`config.mk`:
```
export PLATFORM = sky130hd
export DESIGN_NAME = trajectory_time_interpolator
export DESIGN_NICKNAME = d
export VERILOG_FILES = /design/src/sv/ttip_pkg.sv /design/src/sv/ttip_table.sv /design/src/sv/ttip_divider.sv /design/src/sv/trajectory_time_interpolator.sv
export SDC_FILE = /design/constraint.sdc
export NUM_CORES = 2
export LEC_CHECK = 0
export BUFFER_PORTS_ARGS = -buffer_cell sky130_fd_sc_hd__buf_4
export CORE_UTILIZATION = 60
export DETAILED_ROUTE_END_ITERATION = 10
export HOLD_SLACK_MARGIN = 0.08
export MAX_ROUTING_LAYER = met4
export PLACE_DENSITY = 0.82
export SLEW_MARGIN = 10
export SYNTH_ARGS = -nofsm -noshare
export SYNTH_HDL_FRONTEND = slang
export SYNTH_HIERARCHICAL = 1
export SYNTH_SLANG_ARGS = --single-unit
```
`constraint.sdc`:
```
create_clock -name clock -period 11.3 [get_ports clock]
set_input_delay 2.26 -clock clock [delete_from_list [all_inputs] [get_ports clock]]
set_output_delay 2.26 -clock clock [all_outputs]
set_load 0.005 [all_outputs]
```
`src/sv/ttip_pkg.sv`:
```
// Shared types and constants for the trajectory time interpolator.
`timescale 1ns / 1ps
package ttip_pkg;

   localparam int TABLE_DEPTH = 16;
   localparam int IDX_W       = $clog2(TABLE_DEPTH);
   localparam int CNT_W       = $clog2(TABLE_DEPTH + 1);
   localparam int TIME_W      = 32;
   localparam int VAL_W       = 16;
   localparam int FRAC_BITS   = 16;
   localparam int QUO_W       = FRAC_BITS + 1;
   localparam int STEP_W      = $clog2(QUO_W);
   localparam int PROD_W      = (VAL_W + 1) + (QUO_W + 1);

   localparam logic CMD_WRITE = 1'b0;
   localparam logic CMD_QUERY = 1'b1;

   typedef enum logic [1:0] {
      STATUS_FIRST  = 2'd0,
      STATUS_INTERP = 2'd1,
      STATUS_PAST   = 2'd2
   } status_type;

   typedef struct packed {
      logic signed [VAL_W-1:0]  chan_b;
      logic signed [VAL_W-1:0]  chan_a;
      logic        [TIME_W-1:0] time_stamp;
   } entry_type;

endpackage

```
`src/sv/ttip_table.sv`:
```
// Entry table: one write port, one read port with registered read data.
`timescale 1ns / 1ps
module ttip_table
   import ttip_pkg::*;
(
   input  logic             clock,
   input  logic             wr_en,
   input  logic [IDX_W-1:0] wr_addr,
   input  entry_type        wr_data,
   input  logic             rd_en,
   input  logic [IDX_W-1:0] rd_addr,
   output entry_type        rd_data
);

   entry_type mem_ff [TABLE_DEPTH];
   entry_type rd_data_ff;

   always_ff @(posedge clock) begin
      if (wr_en) begin
         mem_ff[wr_addr] <= wr_data;
      end
      if (rd_en) begin
         rd_data_ff <= mem_ff[rd_addr];
      end
   end

   assign rd_data = rd_data_ff;

endmodule

```
`src/sv/ttip_divider.sv`:
```
// Serial restoring divider for the interpolation fraction, one quotient bit per cycle.
`timescale 1ns / 1ps
module ttip_divider
   import ttip_pkg::*;
(
   input  logic              clock,
   input  logic              reset,
   input  logic              start,
   input  logic [TIME_W-1:0] dividend,
   input  logic [TIME_W-1:0] divisor,
   output logic              done,
   output logic [QUO_W-1:0]  quotient
);

   localparam logic [STEP_W-1:0] LAST_STEP = STEP_W'(QUO_W - 1);

   logic              run_ff,  run_in;
   logic              done_ff, done_in;
   logic [STEP_W-1:0] step_ff, step_in;
   logic [TIME_W-1:0] rem_ff,  rem_in;
   logic [TIME_W-1:0] den_ff,  den_in;
   logic [QUO_W-1:0]  quo_ff,  quo_in;
   logic [TIME_W:0]   trial;
   logic              fits;

   always_comb begin
      trial = (step_ff == '0) ? {1'b0, rem_ff} : {rem_ff, 1'b0};
      fits  = trial >= {1'b0, den_ff};
      run_in  = run_ff;
      done_in = 1'b0;
      step_in = step_ff;
      rem_in  = rem_ff;
      den_in  = den_ff;
      quo_in  = quo_ff;
      if (start) begin
         run_in  = 1'b1;
         step_in = '0;
         rem_in  = dividend;
         den_in  = divisor;
      end else if (run_ff) begin
         rem_in  = fits ? TIME_W'(trial - {1'b0, den_ff}) : trial[TIME_W-1:0];
         quo_in  = {quo_ff[QUO_W-2:0], fits};
         step_in = step_ff + 1'b1;
         if (step_ff == LAST_STEP) begin
            run_in  = 1'b0;
            done_in = 1'b1;
         end
      end
   end

   always_ff @(posedge clock) begin
      if (reset) begin
         run_ff  <= 1'b0;
         done_ff <= 1'b0;
         step_ff <= '0;
      end else begin
         run_ff  <= run_in;
         done_ff <= done_in;
         step_ff <= step_in;
      end
      rem_ff <= rem_in;
      den_ff <= den_in;
      quo_ff <= quo_in;
   end

   assign done     = done_ff;
   assign quotient = quo_ff;

endmodule

```
`src/sv/trajectory_time_interpolator.sv`:
```
// Top level: command sequencer, table search and interpolation datapath.
`timescale 1ns / 1ps
// Usage:
//   Input channel: drive start with req_* for one cycle; the item transfers at an
//   edge where start is high and busy is low. req_command = 0 writes entry
//   req_entry_index (time, channel a, channel b) and gives no result.
//   req_command = 1 queries req_time_value and gives one result.
//   Result channel: rsp_valid marks each result for exactly one cycle; the
//   receiver cannot stall, so it must take rsp_* in that cycle.
//   csr_write_enable writes csr_write_data into the entry count; write it
//   only while busy is low and no result is pending.
//   Search: a query reads one entry per cycle from the table memory. A hit
//   on the first entry or a miss past the last gives its result straight
//   from the search. An interpolation then runs the serial fraction
//   divider, waits to see it finish, then registers the products and
//   then rounds them into the result.
//   Throughput: one query at a time; busy stays high until its result is out.
//   Reset: clears the sequencer and sets the entry count to 16; table
//   contents stay undefined until written.
module trajectory_time_interpolator
   import ttip_pkg::*;
(
   input  logic                    clock,
   input  logic                    reset,
   input  logic                    start,
   output logic                    busy,
   input  logic                    req_command,
   input  logic [IDX_W-1:0]        req_entry_index,
   input  logic [TIME_W-1:0]       req_time_value,
   input  logic signed [VAL_W-1:0] req_channel_a_value,
   input  logic signed [VAL_W-1:0] req_channel_b_value,
   output logic                    rsp_valid,
   output logic signed [VAL_W-1:0] rsp_channel_a_result,
   output logic signed [VAL_W-1:0] rsp_channel_b_result,
   output logic [1:0]              rsp_lookup_status,
   input  logic                    csr_write_enable,
   input  logic [CNT_W-1:0]        csr_write_data
);

   typedef enum logic [2:0] {
      ST_IDLE,
      ST_SEARCH,
      ST_DIV,
      ST_MUL,
      ST_SUM
   } state_type;

   localparam logic [CNT_W-1:0] DEPTH_COUNT = CNT_W'(TABLE_DEPTH);
   localparam logic [PROD_W-1:0] HALF = PROD_W'(1) << (FRAC_BITS - 1);

   state_type                state_ff, state_in;
   logic [CNT_W-1:0]         count_ff, count_in;
   logic [IDX_W-1:0]         idx_ff, idx_in;
   logic [IDX_W-1:0]         last_ff, last_in;
   logic [TIME_W-1:0]        qtime_ff, qtime_in;
   entry_type                prev_ff, prev_in;
   entry_type                next_ff, next_in;
   logic signed [PROD_W-1:0] prod_a_ff, prod_a_in;
   logic signed [PROD_W-1:0] prod_b_ff, prod_b_in;
   logic                     rsp_valid_ff, rsp_valid_in;
   logic signed [VAL_W-1:0]  rsp_a_ff, rsp_a_in;
   logic signed [VAL_W-1:0]  rsp_b_ff, rsp_b_in;
   status_type               rsp_status_ff, rsp_status_in;

   logic             wr_en;
   entry_type        wr_data;
   logic             rd_en;
   logic [IDX_W-1:0] rd_addr;
   entry_type        rd_data;
   logic             div_start;
   logic             div_done;
   logic [QUO_W-1:0] div_quo;
   logic [CNT_W-1:0] count_eff;
   logic [CNT_W-1:0] last_full;
   logic signed [VAL_W:0]   diff_a, diff_b;
   logic signed [QUO_W:0]   frac_s;
   logic [PROD_W-1:0]       sum_a, sum_b;

   ttip_table u_table (
      .clock   (clock),
      .wr_en   (wr_en),
      .wr_addr (req_entry_index),
      .wr_data (wr_data),
      .rd_en   (rd_en),
      .rd_addr (rd_addr),
      .rd_data (rd_data)
   );

   ttip_divider u_divider (
      .clock    (clock),
      .reset    (reset),
      .start    (div_start),
      .dividend (qtime_ff - prev_ff.time_stamp),
      .divisor  (rd_data.time_stamp - prev_ff.time_stamp),
      .done     (div_done),
      .quotient (div_quo)
   );

   always_comb begin
      wr_data = '{chan_b: req_channel_b_value, chan_a: req_channel_a_value,
                  time_stamp: req_time_value};
      priority if (count_ff == '0) begin
         count_eff = CNT_W'(1);
      end else if (count_ff > DEPTH_COUNT) begin
         count_eff = DEPTH_COUNT;
      end else begin
         count_eff = count_ff;
      end
      last_full = count_eff - 1'b1;
      diff_a = {next_ff.chan_a[VAL_W-1], next_ff.chan_a}
             - {prev_ff.chan_a[VAL_W-1], prev_ff.chan_a};
      diff_b = {next_ff.chan_b[VAL_W-1], next_ff.chan_b}
             - {prev_ff.chan_b[VAL_W-1], prev_ff.chan_b};
      frac_s = $signed({1'b0, div_quo});
      sum_a  = prod_a_ff + HALF;
      sum_b  = prod_b_ff + HALF;

      state_in      = state_ff;
      count_in      = count_ff;
      idx_in        = idx_ff;
      last_in       = last_ff;
      qtime_in      = qtime_ff;
      prev_in       = prev_ff;
      next_in       = next_ff;
      prod_a_in     = prod_a_ff;
      prod_b_in     = prod_b_ff;
      rsp_valid_in  = 1'b0;
      rsp_a_in      = rsp_a_ff;
      rsp_b_in      = rsp_b_ff;
      rsp_status_in = rsp_status_ff;
      wr_en         = 1'b0;
      rd_en         = 1'b0;
      rd_addr       = idx_ff;
      div_start     = 1'b0;

      if (csr_write_enable) begin
         count_in = csr_write_data;
      end

      unique case (state_ff)
         ST_IDLE: begin
            if (start) begin
               if (req_command == CMD_WRITE) begin
                  wr_en = 1'b1;
               end else begin
                  qtime_in = req_time_value;
                  last_in  = last_full[IDX_W-1:0];
                  idx_in   = '0;
                  rd_en    = 1'b1;
                  rd_addr  = '0;
                  state_in = ST_SEARCH;
               end
            end
         end
         ST_SEARCH: begin
            priority if (rd_data.time_stamp >= qtime_ff) begin
               if (idx_ff == '0) begin
                  rsp_valid_in  = 1'b1;
                  rsp_a_in      = rd_data.chan_a;
                  rsp_b_in      = rd_data.chan_b;
                  rsp_status_in = STATUS_FIRST;
                  state_in      = ST_IDLE;
               end else begin
                  div_start = 1'b1;
                  next_in   = rd_data;
                  state_in  = ST_DIV;
               end
            end else if (idx_ff == last_ff) begin
               rsp_valid_in  = 1'b1;
               rsp_a_in      = rd_data.chan_a;
               rsp_b_in      = rd_data.chan_b;
               rsp_status_in = STATUS_PAST;
               state_in      = ST_IDLE;
            end else begin
               prev_in = rd_data;
               idx_in  = idx_ff + 1'b1;
               rd_en   = 1'b1;
               rd_addr = idx_ff + 1'b1;
            end
         end
         ST_DIV: begin
            if (div_done) begin
               state_in = ST_MUL;
            end
         end
         ST_MUL: begin
            prod_a_in = PROD_W'(diff_a * frac_s);
            prod_b_in = PROD_W'(diff_b * frac_s);
            state_in  = ST_SUM;
         end
         ST_SUM: begin
            rsp_valid_in  = 1'b1;
            rsp_a_in      = prev_ff.chan_a + $signed(sum_a[FRAC_BITS +: VAL_W]);
            rsp_b_in      = prev_ff.chan_b + $signed(sum_b[FRAC_BITS +: VAL_W]);
            rsp_status_in = STATUS_INTERP;
            state_in      = ST_IDLE;
         end
         default: begin
            state_in = ST_IDLE;
         end
      endcase
   end

   always_ff @(posedge clock) begin
      if (reset) begin
         state_ff     <= ST_IDLE;
         count_ff     <= DEPTH_COUNT;
         rsp_valid_ff <= 1'b0;
      end else begin
         state_ff     <= state_in;
         count_ff     <= count_in;
         rsp_valid_ff <= rsp_valid_in;
      end
      idx_ff        <= idx_in;
      last_ff       <= last_in;
      qtime_ff      <= qtime_in;
      prev_ff       <= prev_in;
      next_ff       <= next_in;
      prod_a_ff     <= prod_a_in;
      prod_b_ff     <= prod_b_in;
      rsp_a_ff      <= rsp_a_in;
      rsp_b_ff      <= rsp_b_in;
      rsp_status_ff <= rsp_status_in;
   end

   assign busy                 = state_ff != ST_IDLE;
   assign rsp_valid            = rsp_valid_ff;
   assign rsp_channel_a_result = rsp_a_ff;
   assign rsp_channel_b_result = rsp_b_ff;
   assign rsp_lookup_status    = rsp_status_ff;

endmodule

```
==> metrics.yaml <==
clock_tree:
  cts_hold_buf: 0
  clockBufferDepth: 3
  cts-resized-gates: 0
  post_cts_buffers: 0
  clk_transition_reported_paths_ns: 0.06
  clkLatencyLatePin_ns: 0.81
  cts_buffers: 139
  clock_sinks: 1389
  cts_root_buffer: "clkbuf_16"
  cts-htree-levels: 4
  tritoncts: "done"
worst_setup_path:
  crit_top_cell: "fa_1"
  crit_type: "register to register"
  cp.required_ns: 11.82
  slowest_delay_ns: 0.59
  crit_arrival_ns: 9.73
  cp-start-kind: "register"
  slowest_stage: "fa_1"
  end_kind: "register"
  path_max_fanout: 17
die:
  pin_count: 114
  dieArea_um2: 131000
  floorplan.initialDensity_pct: 60.7
  die_y_um: 362
  core_um2: 128000
  die_w_um: 362
  rows: 131
sta:
  rsz0062_at_grt: "false"
  hold_slack_ns: 0.486
  fin_crit_sh_pct: 81.5
  tightest_slew_ns: 1.29
  skew_ns: 0.0464
  setup_tns_ns: 0
  max_slew_margin_pct: 13.8
  max_freq_ghz: 0.109
  slew_viol_final: 0
  setup_viol: 0
  finalCriticalPeriod_ns: 9.20
  finalHoldViolCount: 0
route:
  wl_mm: 194
  dr.pass1.iters: 6
  vias: 47000
  route.detailed.drc: 0
  viasPerCell: 6.22
  first_iter_violations: 5562
  ant_nets: 0
  wl_per_cell_um: 25.8
worst_hold_path:
  hp-class: "register to register"
grt:
  grt_max_degree: 158
  grt_pass1_vias: 48800
  grt_usage_pct: 31.2
  antenna_found_initial: 17
  grt_overflow: 0
  grt_pass1_wl_mm: 295
logic_synthesis:
  synthCells: 5559
  synth-seq-area-share_pct: 53.3
  synth_flop_cell: "edfxtp_1"
  synth_nets: 6497
  ys_types: 88
  synth_area_um2: 77900
  synthArstFlopShare_pct: 0
  synth_seq_cells: 1389
  ys_warn_count: 6
  synth_edf_count: 1369
  synth_area_per_cell_um2: 14.0
status:
  status: "completed"
power:
  power.switching_uw: 11300
  vdd_drop_max_v: 0.000784
  power_frac_comb_pct: 58.1
  p_seq_share_pct: 24.8
  pwr-share-clk_pct: 17.1
  p_int_uw: 16000
  p_per_area_nw_per_um2: 320
  p_leak_uw: 0.0330
  sw_frac_of_total_pct: 41.3
cells_and_area:
  layout-drive-gt1-share_pct: 13.1
  final_nets: 6635
  area_growth_pct: 9.77
placed_design:
  dp_hpwl_mm: 116
  io_buffers: 113
  gp_congestion: 0.896
job:
  drv_cap: 0
[worst paths after layout]
| check | from | end | slack [ns] | cells past startpoint |
|---|---|---|---|---|
| hold reg to reg | u_table/rd_data[38] | prev_ff[38] | 0.49 | 0 |
| hold / removal | u_table/rd_data[38] | prev_ff[38] | 0.49 | 0 |
| setup reg to reg | prev_ff[33] | prod_a_ff[30] | 2.10 | 33 |
| setup / recovery | prev_ff[33] | prod_a_ff[30] | 2.10 | 33 |
[synth_stat cells, types with 9 or more instances]
cell type	n	area share, %
nor2b_1	96	0.77
buf_6	16	0.23
a31oi_1	15	0.12
mux2_2	43	0.62
xnor2_1	142	1.6
o21ai_0	114	0.73
nand3_1	49	0.32
nand4_1	19	0.15
nand2b_1	49	0.39
o21a_1	31	0.30
buf_4	9	0.087
mux4_2	256	7.4
and2_1	202	1.6
a21oi_1	141	0.91
or3_1	13	0.10
fa_1	453	12
nor2_1	153	0.74
inv_1	755	3.6
o211ai_1	13	0.13
a211oi_1	14	0.13
nand3b_1	9	0.087
a22oi_1	129	1.2
xor2_1	60	0.67
buf_1	16	0.077
edfxtp_1	1369	53
or2_2	13	0.10
o21bai_1	21	0.20
nand2_1	478	2.3
nor3_1	47	0.30
mux2i_1	23	0.30
and3_1	29	0.23
ha_1	407	6.5
clkbuf_1	143	0.69
dfxtp_1	20	0.51
a21o_1	58	0.56
buf_2	18	0.12
[layout by cell type, fill, tap and decap left out, types with 60 or more instances in the layout]
cell type / instances
xnor2_1: 137
clkbuf_16: 139
xor2_1: 60
a22oi_1: 129
nor2_1: 137
o21ai_0: 114
a21oi_1: 141
edfxtp_1: 1369
nand2_1: 478
nor2b_1: 94
buf_4: 196
mux4_2: 256
and2_1: 201
ha_1: 407
fa_1: 453
inv_1: 754
[cells by family after synthesis]
group / Yosys count / share of synthesized area [%]
buffers and inverters: 958 / 4.85
DFF: 1389 / 53.3
AOI/OAI and AO/OA: 626 / 5.37
adders and majority gates: 860 / 18.2
xor gates and xnor gates: 204 / 2.32
muxes: 327 / 8.42
and+or+nand+nor: 1195 / 7.53
[power groups by stage]
stage	sequential, uW	combinational, uW	clock [uW]
after floorplan	6810	11800	0
after global placement	6870	15000	0
after detailed placement	6880	15500	0
after CTS	6780	15800	4720
after global routing	6790	18000	4900
final	6780	15900	4680
[routing by layer]
metal / track usage, % / wire length [um]
met5: - / 0
met1: 41.0 / 73500
met4: 11.8 / 7160
met3: 6.64 / 21400
met2: 48.4 / 92400
[layout make-up]
type | count | area [um^2]
multi-input cells | 3212 | 32800
flip-flops and latches | 1389 | 41500
fillers | 8444 | 42700
clock inverters | 75 | 957
repair buffers | 199 | 1530
diodes | 16 | 40.0
well taps | 1729 | 2160
inverters | 756 | 2840
clock buffers | 172 | 3600
[sequential cells by signal, indices dropped and copies added, names as in the netlist]
name                  cells
next_ff                  32
u_divider/run_ff          1
state_ff                  3
qtime_ff                 32
prev_ff                  64
last_ff                   4
u_divider/done            1
rsp_lookup_status         2
rsp_channel_b_result     16
rsp_valid                 1
u_divider/rem_ff         32
count_ff                  5
idx_ff                    4
u_divider/step_ff         5
u_divider/quotient       17
prod_b_ff                17
u_divider/den_ff         32
u_table/mem_ff         1024
prod_a_ff                17
rsp_channel_a_result     16
u_table/rd_data          64
[worst max-delay path: cells and delay by family (launching register included)]
family          cells  cell delay [ns]
simple gates        4             0.64
flops               1             0.45
xor+xnor            2             0.27
fa+ha+maj           8             3.83
buf+inv             6             0.53
compound gates     13             3.23
[metrics by stage]
stage          total power, uW  cells  setup slack (ns)  util [%]  area (um^2)
3_3_place_gp             21900   7285              2.23      63.1        80900
2_1_floorplan            18700   5559              2.73         -        77900
4_1_cts                  27300   7532              2.11      66.6        85400
5_1_grt                  29700   7547              1.62      66.7        85500
3_5_place_dp             22400   7285              2.13      63.1        80900
6_report                 27300   7548              2.10      66.7        85500
Note: power is estimated with default switching activity, not from simulation.
